### config.mk
export PLATFORM = sky130hd
export DESIGN_NAME = text_to_unsigned_parser_unit_flat
export DESIGN_NICKNAME = d
export VERILOG_FILES = /design/src/rtl/ttup_pkg.sv /design/src/rtl/ttup_req_if.sv /design/src/rtl/ttup_rsp_if.sv /design/src/rtl/ttup_in_stage.sv /design/src/rtl/ttup_core.sv /design/src/rtl/ttup_out_stage.sv /design/src/rtl/text_to_unsigned_parser_unit.sv /design/src/flat_wrapper.sv
export SDC_FILE = /design/constraint.sdc
export NUM_CORES = 1
export LEC_CHECK = 0
export ABC_AREA = 1
export BUFFER_PORTS_ARGS = -buffer_cell sky130_fd_sc_hd__buf_2
export CELL_PAD_IN_SITES_DETAIL_PLACEMENT = 0
export CELL_PAD_IN_SITES_GLOBAL_PLACEMENT = 1
export CORE_ASPECT_RATIO = 0.8
export CORE_MARGIN = 3
export CORE_UTILIZATION = 27
export CTS_BUF_LIST = sky130_fd_sc_hd__clkbuf_4 sky130_fd_sc_hd__clkbuf_8
export DETAILED_ROUTE_END_ITERATION = 16
export PLACE_DENSITY_LB_ADDON = 0.1
export RECOVER_POWER = 25
export SETUP_SLACK_MARGIN = 0.05
export SYNTH_ARGS = -nofsm -noshare
export SYNTH_HDL_FRONTEND = slang
export SYNTH_SLANG_ARGS = --single-unit
### constraint.sdc
create_clock -name clock -period 8.6 [get_ports clock]
set_clock_uncertainty 0.1 [all_clocks]
set_input_delay 1.72 -clock clock [delete_from_list [all_inputs] [get_ports clock]]
set_output_delay 1.72 -clock clock [all_outputs]
set_load 0.01 [all_outputs]
### src/rtl/ttup_pkg.sv
// Package for the text to unsigned parser: parse phases, character codes,
// radix constants and the digit decode function.
// Depends on nothing; the core, the result register and the top level refer to it.
`default_nettype none

package ttup_pkg;

   // Phases of the parse of one string.
   typedef enum logic [2:0] {
      PH_SPACE  = 3'd0,
      PH_SIGNED = 3'd1,
      PH_ZERO   = 3'd2,
      PH_DIGITS = 3'd3,
      PH_DONE   = 3'd4
   } phase_type;

   // Status flags that travel with a result word.
   typedef struct packed {
      logic overflowed;
      logic digits_found;
   } rsp_flags_type;

   localparam int BASE_WIDTH  = 6;
   localparam int DIGIT_WIDTH = BASE_WIDTH + 1;

   localparam logic [BASE_WIDTH-1:0] BASE_AUTO  = 6'd0;
   localparam logic [BASE_WIDTH-1:0] BASE_UNARY = 6'd1;
   localparam logic [BASE_WIDTH-1:0] BASE_OCT   = 6'd8;
   localparam logic [BASE_WIDTH-1:0] BASE_DEC   = 6'd10;
   localparam logic [BASE_WIDTH-1:0] BASE_HEX   = 6'd16;
   localparam logic [BASE_WIDTH-1:0] BASE_MAX   = 6'd36;

   localparam logic [DIGIT_WIDTH-1:0] NOT_A_DIGIT = 7'd64;

   localparam logic [7:0] CHAR_SPACE   = 8'h20;
   localparam logic [7:0] CHAR_TAB     = 8'h09;
   localparam logic [7:0] CHAR_CR      = 8'h0D;
   localparam logic [7:0] CHAR_LF      = 8'h0A;
   localparam logic [7:0] CHAR_PLUS    = 8'h2B;
   localparam logic [7:0] CHAR_MINUS   = 8'h2D;
   localparam logic [7:0] CHAR_ZERO    = 8'h30;
   localparam logic [7:0] CHAR_NINE    = 8'h39;
   localparam logic [7:0] CHAR_UPPER_A = 8'h41;
   localparam logic [7:0] CHAR_UPPER_Z = 8'h5A;
   localparam logic [7:0] CHAR_LOWER_A = 8'h61;
   localparam logic [7:0] CHAR_LOWER_Z = 8'h7A;
   localparam logic [7:0] CHAR_UPPER_X = 8'h58;
   localparam logic [7:0] CHAR_LOWER_X = 8'h78;
   localparam logic [7:0] UPPER_OFFSET = 8'd55;
   localparam logic [7:0] LOWER_OFFSET = 8'd87;

   // Value of a digit or letter (letters count from ten), else NOT_A_DIGIT.
   function automatic logic [DIGIT_WIDTH-1:0] digit_value(input logic [7:0] c);
      logic [7:0] diff;
      begin
         diff = 8'd0;
         digit_value = NOT_A_DIGIT;
         if (c >= CHAR_ZERO && c <= CHAR_NINE) begin
            diff = c - CHAR_ZERO;
            digit_value = diff[DIGIT_WIDTH-1:0];
         end else if (c >= CHAR_UPPER_A && c <= CHAR_UPPER_Z) begin
            diff = c - UPPER_OFFSET;
            digit_value = diff[DIGIT_WIDTH-1:0];
         end else if (c >= CHAR_LOWER_A && c <= CHAR_LOWER_Z) begin
            diff = c - LOWER_OFFSET;
            digit_value = diff[DIGIT_WIDTH-1:0];
         end
      end
   endfunction

endpackage

`default_nettype wire

### src/rtl/ttup_req_if.sv
// Request channel of the text parser: one text byte and its end marker.
// Depends on nothing.
`default_nettype none

interface ttup_req_if;
   logic       valid;
   logic       ready;
   logic [7:0] char_byte;
   logic       last_byte;

   modport source (output valid, output char_byte, output last_byte, input ready);
   modport sink   (input valid, input char_byte, input last_byte, output ready);
endinterface

`default_nettype wire

### src/rtl/ttup_rsp_if.sv
// Response channel of the text parser: the parsed value and its status.
// Depends on nothing; widths follow the interface parameters.
`default_nettype none

interface ttup_rsp_if #(
   parameter int VALUE_WIDTH = 64,
   parameter int COUNT_WIDTH = 16
);
   logic                   valid;
   logic                   ready;
   logic [VALUE_WIDTH-1:0] parsed_value;
   logic                   overflowed;
   logic                   digits_found;
   logic [COUNT_WIDTH-1:0] consumed_count;

   modport source (output valid, output parsed_value, output overflowed,
                   output digits_found, output consumed_count, input ready);
   modport sink   (input valid, input parsed_value, input overflowed,
                   input digits_found, input consumed_count, output ready);
endinterface

`default_nettype wire

### src/rtl/ttup_in_stage.sv
// Input register of the text parser: holds one request word for the core.
// Depends on nothing else of the block.
`default_nettype none

module ttup_in_stage (
   input  wire logic       clock,
   input  wire logic       reset,
   input  wire logic       req_valid,
   output logic            req_ready,
   input  wire logic [7:0] req_char,
   input  wire logic       req_last,
   input  wire logic       advance,
   output logic            hold_valid,
   output logic [7:0]      hold_char,
   output logic            hold_last
);

   logic       valid_ff, valid_in;
   logic [7:0] char_ff;
   logic       last_ff;

   // Space is free when empty or when the held word moves on this cycle.
   assign req_ready = !valid_ff || advance;

   always_comb begin
      valid_in = valid_ff;
      if (req_valid && req_ready) begin
         valid_in = 1'b1;
      end else if (advance) begin
         valid_in = 1'b0;
      end
   end

   always_ff @(posedge clock) begin
      if (reset) begin
         valid_ff <= 1'b0;
      end else begin
         valid_ff <= valid_in;
      end
   end

   // Payload needs no reset.
   always_ff @(posedge clock) begin
      if (req_valid && req_ready) begin
         char_ff <= req_char;
         last_ff <= req_last;
      end
   end

   assign hold_valid = valid_ff;
   assign hold_char  = char_ff;
   assign hold_last  = last_ff;

endmodule

`default_nettype wire

### src/rtl/ttup_core.sv
// Parse core: per-string state, base register and the combinational step logic.
// Depends on ttup_pkg for phases, character codes and the digit decode.
`default_nettype none

module ttup_core #(
   parameter int VALUE_WIDTH = 64,
   parameter int COUNT_WIDTH = 16
) (
   input  wire logic                                 clock,
   input  wire logic                                 reset,
   input  wire logic                                 csr_we,
   input  wire logic [ttup_pkg::BASE_WIDTH-1:0]      csr_wdata,
   input  wire logic                                 in_valid,
   input  wire logic [7:0]                           in_char,
   input  wire logic                                 in_last,
   input  wire logic                                 out_free,
   output logic                                      in_advance,
   output logic                                      res_load,
   output logic [VALUE_WIDTH-1:0]                    res_value,
   output ttup_pkg::rsp_flags_type                   res_flags,
   output logic [COUNT_WIDTH-1:0]                    res_count
);

   localparam int BW        = ttup_pkg::BASE_WIDTH;
   localparam int DW        = ttup_pkg::DIGIT_WIDTH;
   localparam int ProdWidth = VALUE_WIDTH + BW;
   localparam int SumWidth  = VALUE_WIDTH + BW + 1;

   ttup_pkg::phase_type    phase_ff, phase_in;
   logic [VALUE_WIDTH-1:0] acc_ff, acc_in;
   logic                   neg_ff, neg_in;
   logic                   ovf_ff, ovf_in;
   logic                   any_ff, any_in;
   logic [BW-1:0]          base_ff, base_in;
   logic [COUNT_WIDTH-1:0] pos_ff, pos_in;
   logic [COUNT_WIDTH-1:0] end_ff, end_in;
   logic [BW-1:0]          cfg_base_ff;

   logic [DW-1:0]          dval;
   logic [BW-1:0]          base_use;
   logic                   try_digit, digit_ok, zero_mark, neg_mark, start;
   logic                   cfg_invalid, is_space;
   logic [ProdWidth-1:0]   prod;
   logic [SumWidth-1:0]    sum;
   logic                   carry;
   logic [VALUE_WIDTH-1:0] acc_neg;

   // A word moves on unless it ends a string and the result slot is busy.
   assign in_advance = in_valid && (!in_last || out_free);
   assign res_load   = in_advance && in_last;

   assign dval        = ttup_pkg::digit_value(in_char);
   assign cfg_invalid = (cfg_base_ff == ttup_pkg::BASE_UNARY) ||
                        (cfg_base_ff > ttup_pkg::BASE_MAX);
   assign is_space    = (in_char == ttup_pkg::CHAR_SPACE) || (in_char == ttup_pkg::CHAR_TAB) ||
                        (in_char == ttup_pkg::CHAR_CR) || (in_char == ttup_pkg::CHAR_LF);

   // Next phase and the controls of the datapath.
   always_comb begin
      phase_in  = phase_ff;
      base_use  = base_ff;
      base_in   = base_ff;
      try_digit = 1'b0;
      zero_mark = 1'b0;
      neg_mark  = 1'b0;
      start     = 1'b0;
      digit_ok  = 1'b0;
      unique case (phase_ff)
         ttup_pkg::PH_SPACE: begin
            if (is_space) begin
               phase_in = ttup_pkg::PH_SPACE;
            end else if (in_char == ttup_pkg::CHAR_MINUS) begin
               neg_mark = 1'b1;
               phase_in = ttup_pkg::PH_SIGNED;
            end else if (in_char == ttup_pkg::CHAR_PLUS) begin
               phase_in = ttup_pkg::PH_SIGNED;
            end else begin
               start = 1'b1;
            end
         end
         ttup_pkg::PH_SIGNED: begin
            start = 1'b1;
         end
         ttup_pkg::PH_ZERO: begin
            phase_in = ttup_pkg::PH_DIGITS;
            if (in_char == ttup_pkg::CHAR_LOWER_X || in_char == ttup_pkg::CHAR_UPPER_X) begin
               base_in = ttup_pkg::BASE_HEX;
            end else begin
               base_use  = (base_ff == ttup_pkg::BASE_AUTO) ? ttup_pkg::BASE_OCT : base_ff;
               base_in   = base_use;
               try_digit = 1'b1;
            end
         end
         ttup_pkg::PH_DIGITS: begin
            try_digit = 1'b1;
         end
         default: begin
            phase_in = ttup_pkg::PH_DONE;
         end
      endcase

      // First byte of the number samples the configured base.
      if (start) begin
         if (cfg_invalid) begin
            phase_in = ttup_pkg::PH_DONE;
         end else if (in_char == ttup_pkg::CHAR_ZERO &&
                      (cfg_base_ff == ttup_pkg::BASE_AUTO ||
                       cfg_base_ff == ttup_pkg::BASE_HEX)) begin
            zero_mark = 1'b1;
            base_in   = cfg_base_ff;
            phase_in  = ttup_pkg::PH_ZERO;
         end else begin
            base_use  = (cfg_base_ff == ttup_pkg::BASE_AUTO) ? ttup_pkg::BASE_DEC : cfg_base_ff;
            base_in   = base_use;
            phase_in  = ttup_pkg::PH_DIGITS;
            try_digit = 1'b1;
         end
      end

      // A byte that is no digit of the base ends the number.
      if (try_digit) begin
         digit_ok = dval < {1'b0, base_use};
         if (!digit_ok) begin
            phase_in = ttup_pkg::PH_DONE;
         end
      end
   end

   // Multiply-add by the base; any bit above the value width is overflow.
   assign prod  = ProdWidth'(acc_ff) * ProdWidth'(base_use);
   assign sum   = SumWidth'(prod) + SumWidth'(dval);
   assign carry = |sum[SumWidth-1:VALUE_WIDTH];

   // Datapath next values.
   always_comb begin
      acc_in = acc_ff;
      neg_in = neg_ff || neg_mark;
      ovf_in = ovf_ff;
      any_in = any_ff;
      end_in = end_ff;
      pos_in = (pos_ff == {COUNT_WIDTH{1'b1}}) ? pos_ff : pos_ff + COUNT_WIDTH'(1);
      if (zero_mark) begin
         any_in = 1'b1;
         end_in = pos_in;
      end
      if (digit_ok) begin
         any_in = 1'b1;
         end_in = pos_in;
         if (ovf_ff || carry) begin
            ovf_in = 1'b1;
         end else begin
            acc_in = sum[VALUE_WIDTH-1:0];
         end
      end
   end

   // Result word, formed from the state after this byte.
   assign acc_neg   = ~acc_in + VALUE_WIDTH'(1);
   assign res_value = ovf_in ? {VALUE_WIDTH{1'b1}} : (neg_in ? acc_neg : acc_in);
   assign res_flags.overflowed   = ovf_in;
   assign res_flags.digits_found = any_in;
   assign res_count = any_in ? end_in : {COUNT_WIDTH{1'b0}};

   // Per-string state; the end of a string returns it to reset values.
   always_ff @(posedge clock) begin
      if (reset) begin
         phase_ff <= ttup_pkg::PH_SPACE;
         acc_ff   <= '0;
         neg_ff   <= 1'b0;
         ovf_ff   <= 1'b0;
         any_ff   <= 1'b0;
         base_ff  <= '0;
         pos_ff   <= '0;
         end_ff   <= '0;
      end else if (in_advance) begin
         if (in_last) begin
            phase_ff <= ttup_pkg::PH_SPACE;
            acc_ff   <= '0;
            neg_ff   <= 1'b0;
            ovf_ff   <= 1'b0;
            any_ff   <= 1'b0;
            base_ff  <= '0;
            pos_ff   <= '0;
            end_ff   <= '0;
         end else begin
            phase_ff <= phase_in;
            acc_ff   <= acc_in;
            neg_ff   <= neg_in;
            ovf_ff   <= ovf_in;
            any_ff   <= any_in;
            base_ff  <= base_in;
            pos_ff   <= pos_in;
            end_ff   <= end_in;
         end
      end
   end

   // Base register, written from the control port.
   always_ff @(posedge clock) begin
      if (reset) begin
         cfg_base_ff <= '0;
      end else if (csr_we) begin
         cfg_base_ff <= csr_wdata;
      end
   end

endmodule

`default_nettype wire

### src/rtl/ttup_out_stage.sv
// Result register of the text parser: holds one response word until taken.
// Depends on ttup_pkg for the status flag struct.
`default_nettype none

module ttup_out_stage #(
   parameter int VALUE_WIDTH = 64,
   parameter int COUNT_WIDTH = 16
) (
   input  wire logic                     clock,
   input  wire logic                     reset,
   input  wire logic                     load,
   input  wire logic [VALUE_WIDTH-1:0]   load_value,
   input  wire ttup_pkg::rsp_flags_type  load_flags,
   input  wire logic [COUNT_WIDTH-1:0]   load_count,
   output logic                          free,
   output logic                          rsp_valid,
   input  wire logic                     rsp_ready,
   output logic [VALUE_WIDTH-1:0]        rsp_value,
   output ttup_pkg::rsp_flags_type       rsp_flags,
   output logic [COUNT_WIDTH-1:0]        rsp_count
);

   logic                    valid_ff, valid_in;
   logic [VALUE_WIDTH-1:0]  value_ff;
   ttup_pkg::rsp_flags_type flags_ff;
   logic [COUNT_WIDTH-1:0]  count_ff;

   // The slot takes a new word when empty or when its word leaves now.
   assign free = !valid_ff || rsp_ready;

   always_comb begin
      valid_in = valid_ff;
      if (load) begin
         valid_in = 1'b1;
      end else if (rsp_ready) begin
         valid_in = 1'b0;
      end
   end

   always_ff @(posedge clock) begin
      if (reset) begin
         valid_ff <= 1'b0;
      end else begin
         valid_ff <= valid_in;
      end
   end

   always_ff @(posedge clock) begin
      if (load) begin
         value_ff <= load_value;
         flags_ff <= load_flags;
         count_ff <= load_count;
      end
   end

   assign rsp_valid = valid_ff;
   assign rsp_value = value_ff;
   assign rsp_flags = flags_ff;
   assign rsp_count = count_ff;

endmodule

`default_nettype wire

### src/rtl/text_to_unsigned_parser_unit.sv
// Text to unsigned parser, top level.
// A string arrives on req_if one byte per word, the final byte flagged by
// last_byte. Leading blanks, one sign and a 0x prefix are handled, then
// digits of the configured base (csr_wdata written with csr_we; zero picks
// octal, decimal or hex from the text) are accumulated. One word leaves on
// rsp_if for each final byte: the value (negated after a minus, all ones on
// overflow), the overflow and digits-found flags and the consumed length.
// Throughput is one byte per cycle while a final byte does not wait for the
// result register: each byte takes one multiply-add by the base of at most
// six bits in the step logic between the input register and the result
// register. The result word of a final byte is loaded from the step logic
// into the result register when that register is free, then shows on rsp_if.
// While rsp_if stalls, bytes that are not final are still taken; a further
// final byte waits in the input register and req_if.ready falls.
// Synchronous reset empties both registers, clears the string state and
// sets the base register to automatic detection.
// Depends on ttup_pkg, the two channel interfaces and the three stages.
`default_nettype none

module text_to_unsigned_parser_unit #(
   parameter int VALUE_WIDTH = 64,
   parameter int COUNT_WIDTH = 16
) (
   input  wire logic                                 clock,
   input  wire logic                                 reset,
   ttup_req_if.sink                                  req_if,
   ttup_rsp_if.source                                rsp_if,
   input  wire logic                                 csr_we,
   input  wire logic [ttup_pkg::BASE_WIDTH-1:0]      csr_wdata
);

   logic                    hold_valid, hold_last, advance, out_free, res_load;
   logic [7:0]              hold_char;
   logic [VALUE_WIDTH-1:0]  res_value;
   ttup_pkg::rsp_flags_type res_flags, out_flags;
   logic [COUNT_WIDTH-1:0]  res_count;

   // Input register.
   ttup_in_stage u_in (
      .clock      (clock),
      .reset      (reset),
      .req_valid  (req_if.valid),
      .req_ready  (req_if.ready),
      .req_char   (req_if.char_byte),
      .req_last   (req_if.last_byte),
      .advance    (advance),
      .hold_valid (hold_valid),
      .hold_char  (hold_char),
      .hold_last  (hold_last)
   );

   // Step logic and string state.
   ttup_core #(
      .VALUE_WIDTH (VALUE_WIDTH),
      .COUNT_WIDTH (COUNT_WIDTH)
   ) u_core (
      .clock      (clock),
      .reset      (reset),
      .csr_we     (csr_we),
      .csr_wdata  (csr_wdata),
      .in_valid   (hold_valid),
      .in_char    (hold_char),
      .in_last    (hold_last),
      .out_free   (out_free),
      .in_advance (advance),
      .res_load   (res_load),
      .res_value  (res_value),
      .res_flags  (res_flags),
      .res_count  (res_count)
   );

   // Result register.
   ttup_out_stage #(
      .VALUE_WIDTH (VALUE_WIDTH),
      .COUNT_WIDTH (COUNT_WIDTH)
   ) u_out (
      .clock      (clock),
      .reset      (reset),
      .load       (res_load),
      .load_value (res_value),
      .load_flags (res_flags),
      .load_count (res_count),
      .free       (out_free),
      .rsp_valid  (rsp_if.valid),
      .rsp_ready  (rsp_if.ready),
      .rsp_value  (rsp_if.parsed_value),
      .rsp_flags  (out_flags),
      .rsp_count  (rsp_if.consumed_count)
   );

   assign rsp_if.overflowed   = out_flags.overflowed;
   assign rsp_if.digits_found = out_flags.digits_found;

`ifndef SYNTHESIS
   // A word without digits carries a zero value and a zero length.
   assert property (@(posedge clock) disable iff (reset)
      rsp_if.valid && !rsp_if.digits_found |->
         rsp_if.parsed_value == '0 && rsp_if.consumed_count == '0 && !rsp_if.overflowed)
      else $error("result without digits is not all zero");

   // Overflow saturates the value to all ones.
   assert property (@(posedge clock) disable iff (reset)
      rsp_if.valid && rsp_if.overflowed |-> rsp_if.parsed_value == {VALUE_WIDTH{1'b1}})
      else $error("overflowed result is not saturated");

   // Input back-pressure only comes from a stalled result slot.
   assert property (@(posedge clock) disable iff (reset)
      !req_if.ready |-> rsp_if.valid && !rsp_if.ready && hold_last)
      else $error("request stalled without a blocked final byte");
`endif

endmodule

`default_nettype wire
### src/flat_wrapper.sv
// flat-port wrapper written by rule: the top's interface ports become plain ports
module text_to_unsigned_parser_unit_flat 
#(
   parameter int VALUE_WIDTH = 64,
   parameter int COUNT_WIDTH = 16
)
  (clock, reset, csr_we, csr_wdata, req_if_valid, req_if_char_byte, req_if_last_byte, req_if_ready, rsp_if_valid, rsp_if_parsed_value, rsp_if_overflowed, rsp_if_digits_found, rsp_if_consumed_count, rsp_if_ready);
  ttup_req_if req_if_i ();
  ttup_rsp_if #(.VALUE_WIDTH(VALUE_WIDTH), .COUNT_WIDTH(COUNT_WIDTH)) rsp_if_i ();
  input  wire logic clock;
  input  wire logic reset;
  input  wire logic csr_we;
  input  wire logic [ttup_pkg::BASE_WIDTH-1:0] csr_wdata;
  input wire logic [$bits(req_if_i.valid)-1:0] req_if_valid;
  input wire logic [$bits(req_if_i.char_byte)-1:0] req_if_char_byte;
  input wire logic [$bits(req_if_i.last_byte)-1:0] req_if_last_byte;
  output wire logic [$bits(req_if_i.ready)-1:0] req_if_ready;
  output wire logic [$bits(rsp_if_i.valid)-1:0] rsp_if_valid;
  output wire logic [$bits(rsp_if_i.parsed_value)-1:0] rsp_if_parsed_value;
  output wire logic [$bits(rsp_if_i.overflowed)-1:0] rsp_if_overflowed;
  output wire logic [$bits(rsp_if_i.digits_found)-1:0] rsp_if_digits_found;
  output wire logic [$bits(rsp_if_i.consumed_count)-1:0] rsp_if_consumed_count;
  input wire logic [$bits(rsp_if_i.ready)-1:0] rsp_if_ready;
  assign req_if_i.valid = req_if_valid;
  assign req_if_i.char_byte = req_if_char_byte;
  assign req_if_i.last_byte = req_if_last_byte;
  assign req_if_ready = req_if_i.ready;
  assign rsp_if_valid = rsp_if_i.valid;
  assign rsp_if_parsed_value = rsp_if_i.parsed_value;
  assign rsp_if_overflowed = rsp_if_i.overflowed;
  assign rsp_if_digits_found = rsp_if_i.digits_found;
  assign rsp_if_consumed_count = rsp_if_i.consumed_count;
  assign rsp_if_i.ready = rsp_if_ready;
  text_to_unsigned_parser_unit #(.VALUE_WIDTH(VALUE_WIDTH), .COUNT_WIDTH(COUNT_WIDTH)) u_core (.clock(clock), .reset(reset), .req_if(req_if_i), .rsp_if(rsp_if_i), .csr_we(csr_we), .csr_wdata(csr_wdata));
endmodule
# Word-level counts from Yosys, hierarchy flattened

Index checks and enable logic that the tools add are counted.

Flip-flop bits (word level): 207
Output and inout port bits: 84

Add/subtract/negate cells: 6
Multiply operators: 1
Magnitude comparators: 8
Equal/unequal tests: 15
Multiplexer cells: 62
Bitwise gates (word level): 1
Reduce and logical (&&, ||, !) cells: 28

Operators with widths:

| kind                                                              | number |
|---|---|
| two-way mux 64 bit                                                | 4 |
| two-way mux 16 bit                                                | 5 |
| two-way mux 6 bit                                                 | 13 |
| adder 70 x 7 -> 71 bit                                            | 1 |
| multiplier 64 x 6 -> 70 bit                                       | 1 |
| adder 64 x 1 -> 64 bit, second input constant                     | 1 |
| inverter 64 bit                                                   | 1 |
| equality test 8 x 6 -> 1 bit, second input constant               | 4 |
| two-way mux 1 bit                                                 | 26 |
| equality test 8 x 4 -> 1 bit, second input constant               | 3 |
| two-way mux 3 bit                                                 | 8 |
| two-way mux 7 bit                                                 | 3 |
| adder 16 x 1 -> 16 bit, second input constant                     | 1 |
| equality test 16 bit, second input constant                       | 1 |
| equality test 8 x 7 -> 1 bit, second input constant               | 2 |
| greater-or-equal comparator 8 x 7 -> 1 bit, second input constant | 2 |
| less-or-equal comparator 8 x 7 -> 1 bit, second input constant    | 2 |
| subtractor 7 x 6 -> 7 bit, second input constant                  | 2 |
| logical NOT 6 bit                                                 | 2 |
| logical OR 1 bit                                                  | 11 |
| one-hot mux 3 bit (3 select lines)                                | 1 |
| greater-or-equal comparator 8 x 6 -> 1 bit, second input constant | 1 |
| less-or-equal comparator 8 x 6 -> 1 bit, second input constant    | 1 |
| logical AND 1 bit                                                 | 7 |
| 13 further kinds                                                  | 18 |

# Longest topological paths before layout

Depth in word-level cells: 16
Gate-level depth with buffers: 58
Depth with buffers taken out: 55

# By module

A second synthesis with hierarchy kept.

Cells, all modules: 3,639
Area, all modules: 25,370.6 um^2

By module, submodules not included:

| module         | instances | cells an instance | area each (um^2) | sequential area each (um^2) |
|---|---|---|---|---|
| ttup_core      | 1         | 3,537             | 22,547.9         | 2,282.2 |
| ttup_out_stage | 1         | 87                | 2,504.9          | 2,482.4 |
| ttup_in_stage  | 1         | 15                | 317.8            | 290.3 |

# Worst setup path after synthesis

No wires, ideal clock.

Kind: register -> register
From: reg u_core.u_in.char_ff[1], in the netlist u_core.u_in.hold_char[1]
To: reg u_core.u_out.value_ff[34], in the netlist u_core.u_out.rsp_value[34] (data pin)
Library setup time: 0.268 ns
Arrival: 7.263 ns
Required time: 8.232 ns
Path slack: 0.969 ns
Stages on the path, launching flop included: 50
Path buffers: 3
Clock period less this slack: 7.631 ns
Cells stage by stage: edfxtp_1 > inv_1 > ha_1 > nand3_1 > nand2_1 > a21oi_1 > nand2_2 > nand2_4 > nand2_4 > nor2_1 > a21oi_1 > clkbuf_1 > nor2_1 > fa_1 > fa_1 > fa_1 > inv_1 > fa_1 > (+14 left out) > nand2_1 > nor2_4 > nand3_4 > buf_12 > buf_12 > nand2_1 > o21ai_2 > ha_1 > inv_1 > nand2_1 > nand2_2 > inv_2 > nand3b_1 > inv_2 > nand2_1 > nor2_1 > nand2_1 > nand3_1

Cells in the longest elaborated chain, start to end: 16
Elaborated cells on any way between the ends: 60

Ends and longest elaborated chain:

| element                                                                 | RTL line                          | text |
|---|---|---|
| from (decl)                                                             | ttup_in_stage.sv:19               | `logic [7:0] char_ff;` |
| from (signal assigned)                                                  | ttup_in_stage.sv:45               | `char_ff <= req_char;` |
| equality test 8 x 7 -> 1 bit, or another cell as far along              | ttup_core.sv:86                   | `if (in_char == ttup_pkg::CHAR_LOWER_X \|\| in_char == ttup_pkg::CHAR_UPPER_X) begin` |
| logical OR 1 bit, on equally long branches                              | ttup_core.sv:86, ttup_core.sv:55  |  |
| two-way mux 6 bit or logical OR 1 bit (tied branches)                   | ttup_core.sv:86, ttup_core.sv:55  |  |
| two-way mux 6 bit or logical OR 1 bit (tied branches)                   | ttup_core.sv:68, ttup_core.sv:56  |  |
| two-way mux 6 bit or two-way mux 1 bit (tied branches)                  | ttup_core.sv:106, ttup_core.sv:70 |  |
| two-way mux 6 bit or one-hot mux 1 bit (2 select lines) (tied branches) | ttup_core.sv:104, ttup_core.sv:68 |  |
| two-way mux 6 bit                                                       | ttup_core.sv:103                  | `if (start) begin` |
| multiplier 64 x 6 -> 70 bit                                             | ttup_core.sv:130                  | `assign prod = ProdWidth'(acc_ff) * ProdWidth'(base_use);` |
| adder 70 x 7 -> 71 bit                                                  | ttup_core.sv:131                  | `assign sum = SumWidth'(prod) + SumWidth'(dval);` |
| OR reduction 7 bit                                                      | ttup_core.sv:132                  | `assign carry = \|sum[SumWidth-1:VALUE_WIDTH];` |
| logical OR 1 bit                                                        | ttup_core.sv:149                  | `if (ovf_ff \|\| carry) begin` |
| two-way mux 64 bit                                                      | ttup_core.sv:149                  |  |
| two-way mux 64 bit                                                      | ttup_core.sv:146                  | `if (digit_ok) begin` |
| inverter 64 bit                                                         | ttup_core.sv:158                  | `assign acc_neg = ~acc_in + VALUE_WIDTH'(1);` |
| adder 64 x 1 -> 64 bit                                                  | ttup_core.sv:158                  |  |
| two-way mux 64 bit                                                      | ttup_core.sv:159                  | `assign res_value = ovf_in ? {VALUE_WIDTH{1'b1}} : (neg_in ? acc_neg : acc_in);` |
| to (signal assigned)                                                    | ttup_out_stage.sv:50              | `value_ff <= load_value;` |
| to (decl)                                                               | ttup_out_stage.sv:24              | `logic [VALUE_WIDTH-1:0] value_ff;` |

Parallel ways exist; a longest one is shown, timed or not.
A chain may end at the register's enable or synchronous reset.

# Worst setup path after layout

From: reg u_core.u_in.char_ff[1], in the netlist u_core.u_in.hold_char[1]
To: reg u_core.u_out.value_ff[28], in the netlist u_core.u_out.rsp_value[28] (data pin)

Same word-level chain as after synthesis.

==> impl_metrics.toml <==
[critical_path]
cp_max_fo = 8
max_stage_delay_ps = 550
required_ps = 8880
end_kind = "register"
timing.rr.end = "u_core.u_out.rsp_value[28]"
start_kind = "register"
rrSetupSlack_ps = 280
cp_data_arrival_time_ps = 8590
crit_top_cell = "nand2_1"
cp_slowest_cell = "fa_1"
reg2reg_depth = 51
critPathKind = "register to register"
worstReg2RegStart = "u_core.u_in.hold_char[1]"

[routing]
finalWirelength_um = 115000
drt_iter0_drc = 1746
drtPass1Iterations = 5
via_per_inst = 4.79
ant_nets = 0
drc_errors = 0
routedWlPerCell_um = 21.4
vias = 25744

[hold_path]
min_from = "u_core.u_core.end_ff[0]"
hold_depth = 2
min_path_type = "register to register"
min_to = "u_core.u_core.end_ff[0]"

[timing]
setup_viol = 0
post-route-min-period_ps = 8320
fmax_ghz = 0.120
rsz0062_at_grt = "true"
finalHoldViolations = 0
maxSlewViolCount = 65
hold_slack_ps = 365
fin_crit_sh_pct = 96.7
max_slew_margin_pct = -172
worst_pin_slew_ps = 4080
finalSetupTns_ps = 0

[synth]
syn-num-nets = 4075
syn_area_mm2 = 0.0255
ys_ff_latch = 207
ys_seq_area_share_pct = 19.8
synthTopCellsByArea = "fa_1 (20%), nand2_1 (14%), edfxtp_1 (11%), nor2_1 (10%), dfxtp_1 (9.1%)"
yosys_warnings = 0
synth_async_sr_flop_share_pct = 0
synth_area_leader_cell = "fa_1"
post_synth_inst_count = 3637
yosys.cell_types.count = 57
synth_edf_count = 91
synth-main-ff-cell = "dfxtp_1"
syn-mean-instance-area_um2 = 7.02
yosysTopAreaCellShare_pct = 19.8

[run]
maxCapViolCount = 1

[clock_tree]
tritoncts = "yes"
cts.path.max_buffers = 3
cts_root_buffer = "clkbuf_8"
insertion_delay_ps = 640
htreeDepth = 2
clk_pin_slew_ps = 70
clock-sinks = 207
cts_buffers = 42

[power]
ir_worst_vdd_mv = 0.0894
power_w = 0.00315
powerDensity_mw_per_mm2 = 93.3
p_leak_nw = 16.3

[die]
die_x_um = 350
core-area_mm2 = 0.0933
initial_core_util_pct = 27.3
dieHeight_um = 281
placement_rows = 100
io_pins = 104
fp.dieArea_mm2 = 0.0983

[final_layout]
nets = 4558
multi_input_area_mm2 = 0.0201
drive_gt1_share_pct = 24.5
regArea_mm2 = 0.00505
final_cell_count_no_fill = 5379
fillers = 10083
final_area_mm2 = 0.0338
area_delta_synth_final_pct = 32.3

[placed_design]
placed_area_mm2 = 0.0302
globalplace.congestion = 0.882
placement.io_buffers = 103
place_inst = 5234
hpwl_um = 87600

[grt]
grt_pass1_vias = 25146
grt_overflow_total = 0
grt_usage_pct = 21.8
grt_first_pass_wirelength_um = 162000
grt_max_degree = 72
antenna_found_initial = 2

[run_status]
violations = "max-capacitance violations, max-slew violations"
status = "complete, but fails checks"
==> per-layer routing <==
layer	up-vias	GRT usage (%)	wire, um
met5	-	0	0
met4	0	4.26	2460
met3	108	2.70	6340
met2	637	31.1	46000
met1	12498	34.5	60500
li1	12501	-	-
==> worst max-delay path, delay by kind of cell (launching register included) <==
family	cells	cell delay, ps
and+or+nand+nor	27	2500
xor gates and xnor gates	1	210
buffers and inverters	14	2050
AOI/OAI and AO/OA	3	540
adders and majority gates	6	2120
DFF	1	450
==> worst max-delay path by stage <==
stage / end / cells after the start / slack [ps] / from
after floorplan: u_core.u_out.rsp_value[34] / 49 / 970 / u_core.u_in.hold_char[1]
after global routing: u_core.u_out.rsp_value[26] / 51 / -60 / u_core.u_in.hold_char[0]
after CTS: u_core.u_out.rsp_value[25] / 49 / 50 / u_core.u_in.hold_char[0]
after global placement: u_core.u_out.rsp_value[51] / 40 / 40 / u_core.u_in.hold_char[0]
after detailed placement: u_core.u_out.rsp_value[51] / 45 / 30 / u_core.u_in.hold_char[0]
final: u_core.u_out.rsp_value[28] / 51 / 280 / u_core.u_in.hold_char[1]
==> state kept, by name, indices dropped and copies added, names as in the netlist, 2 cells and up <==
signal,count
u_core.u_out.rsp_value,64
u_core.u_core.end_ff,16
u_core.u_in.hold_char,8
u_core.u_core.acc_ff,64
u_core.u_core.base_ff,6
u_core.u_core.cfg_base_ff,6
u_core.u_core.phase_ff,3
u_core.u_out.rsp_count,16
u_core.u_core.pos_ff,16
u_core.u_out.rsp_flags,2
==> synth_stat cells (6+ instances only) <==
cell	n
clkinv_1	7
o21a_1	7
nand2_4	11
o21ai_1	16
nor2_4	8
fa_1	253
nand3_1	160
nor2_2	17
nor3_1	17
xor2_1	46
buf_6	7
o21ai_2	6
clkbuf_1	86
ha_1	165
edfxtp_1	91
nor2_1	680
nand4_1	81
buf_1	6
and2_1	6
o21ai_0	69
inv_2	29
o21bai_1	13
a21oi_1	217
xnor2_1	29
a2bb2oi_1	6
buf_2	10
nand2_1	981
dfxtp_1	116
nand2_2	34
inv_1	392
a31oi_1	10
==> power by group <==
part           switching, W  internal (W)
combinational      0.000575      0.000301
clock              0.000530      0.000663
sequential        0.0000185       0.00106
total               0.00112       0.00203
==> what timing repair did <==
item / CTS / global route
gates resized for setup: 6 / 421
buffers inserted: 0 / 45
hold endpoints to repair: 0 / 0
hold buffers: 0 / 0
gates cloned: 0 / 21
pin swaps: 0 / 89
setup endpoints to repair: 7 / 58
==> logic make-up after synthesis <==
family	share of synthesized area (%)
fa+ha+maj	27.9
flops	19.8
buf+inv	8.34
compound gates	8.17
simple gates	33.2
xor+xnor	2.57
==> cells in the final DEF (no fill, tap or decap), types with 60 or more instances in the layout <==
cell type  synthesis  final
a21oi_1          217    191
buf_4              1    388
clkbuf_1          86     74
dfxtp_1          116    116
edfxtp_1          91     91
fa_1             253    248
ha_1             165     97
inv_1            392    383
nand2_1          981    896
nand2_2           34    104
nand3_1          160    149
nand4_1           81     81
nor2_1           680    563
nor2_2            17    114
o21ai_0           69     60
==> metrics by stage <==
stage / setup WS (ps) / util, %
floorplan: 969 / -
global placement: 44.1 / 32.4
detailed placement: 27.3 / 32.4
CTS: 50.0 / 33.4
global route: -62.5 / 36.2
finish: 284 / 36.2
==> area by class of cell <==
class / count / area share [%]
Multi-Input combinational cell: 2891 / 59.4
Sequential cell: 207 / 15.0
Timing Repair Buffer: 550 / 13.5
Inverter: 428 / 4.81
Tap cell: 1224 / 4.54
Clock buffer: 61 / 2.23
Clock inverter: 17 / 0.559
Antenna cell: 1 / 0.00741
No activity file was read; power rests on OpenSTA's default activity.
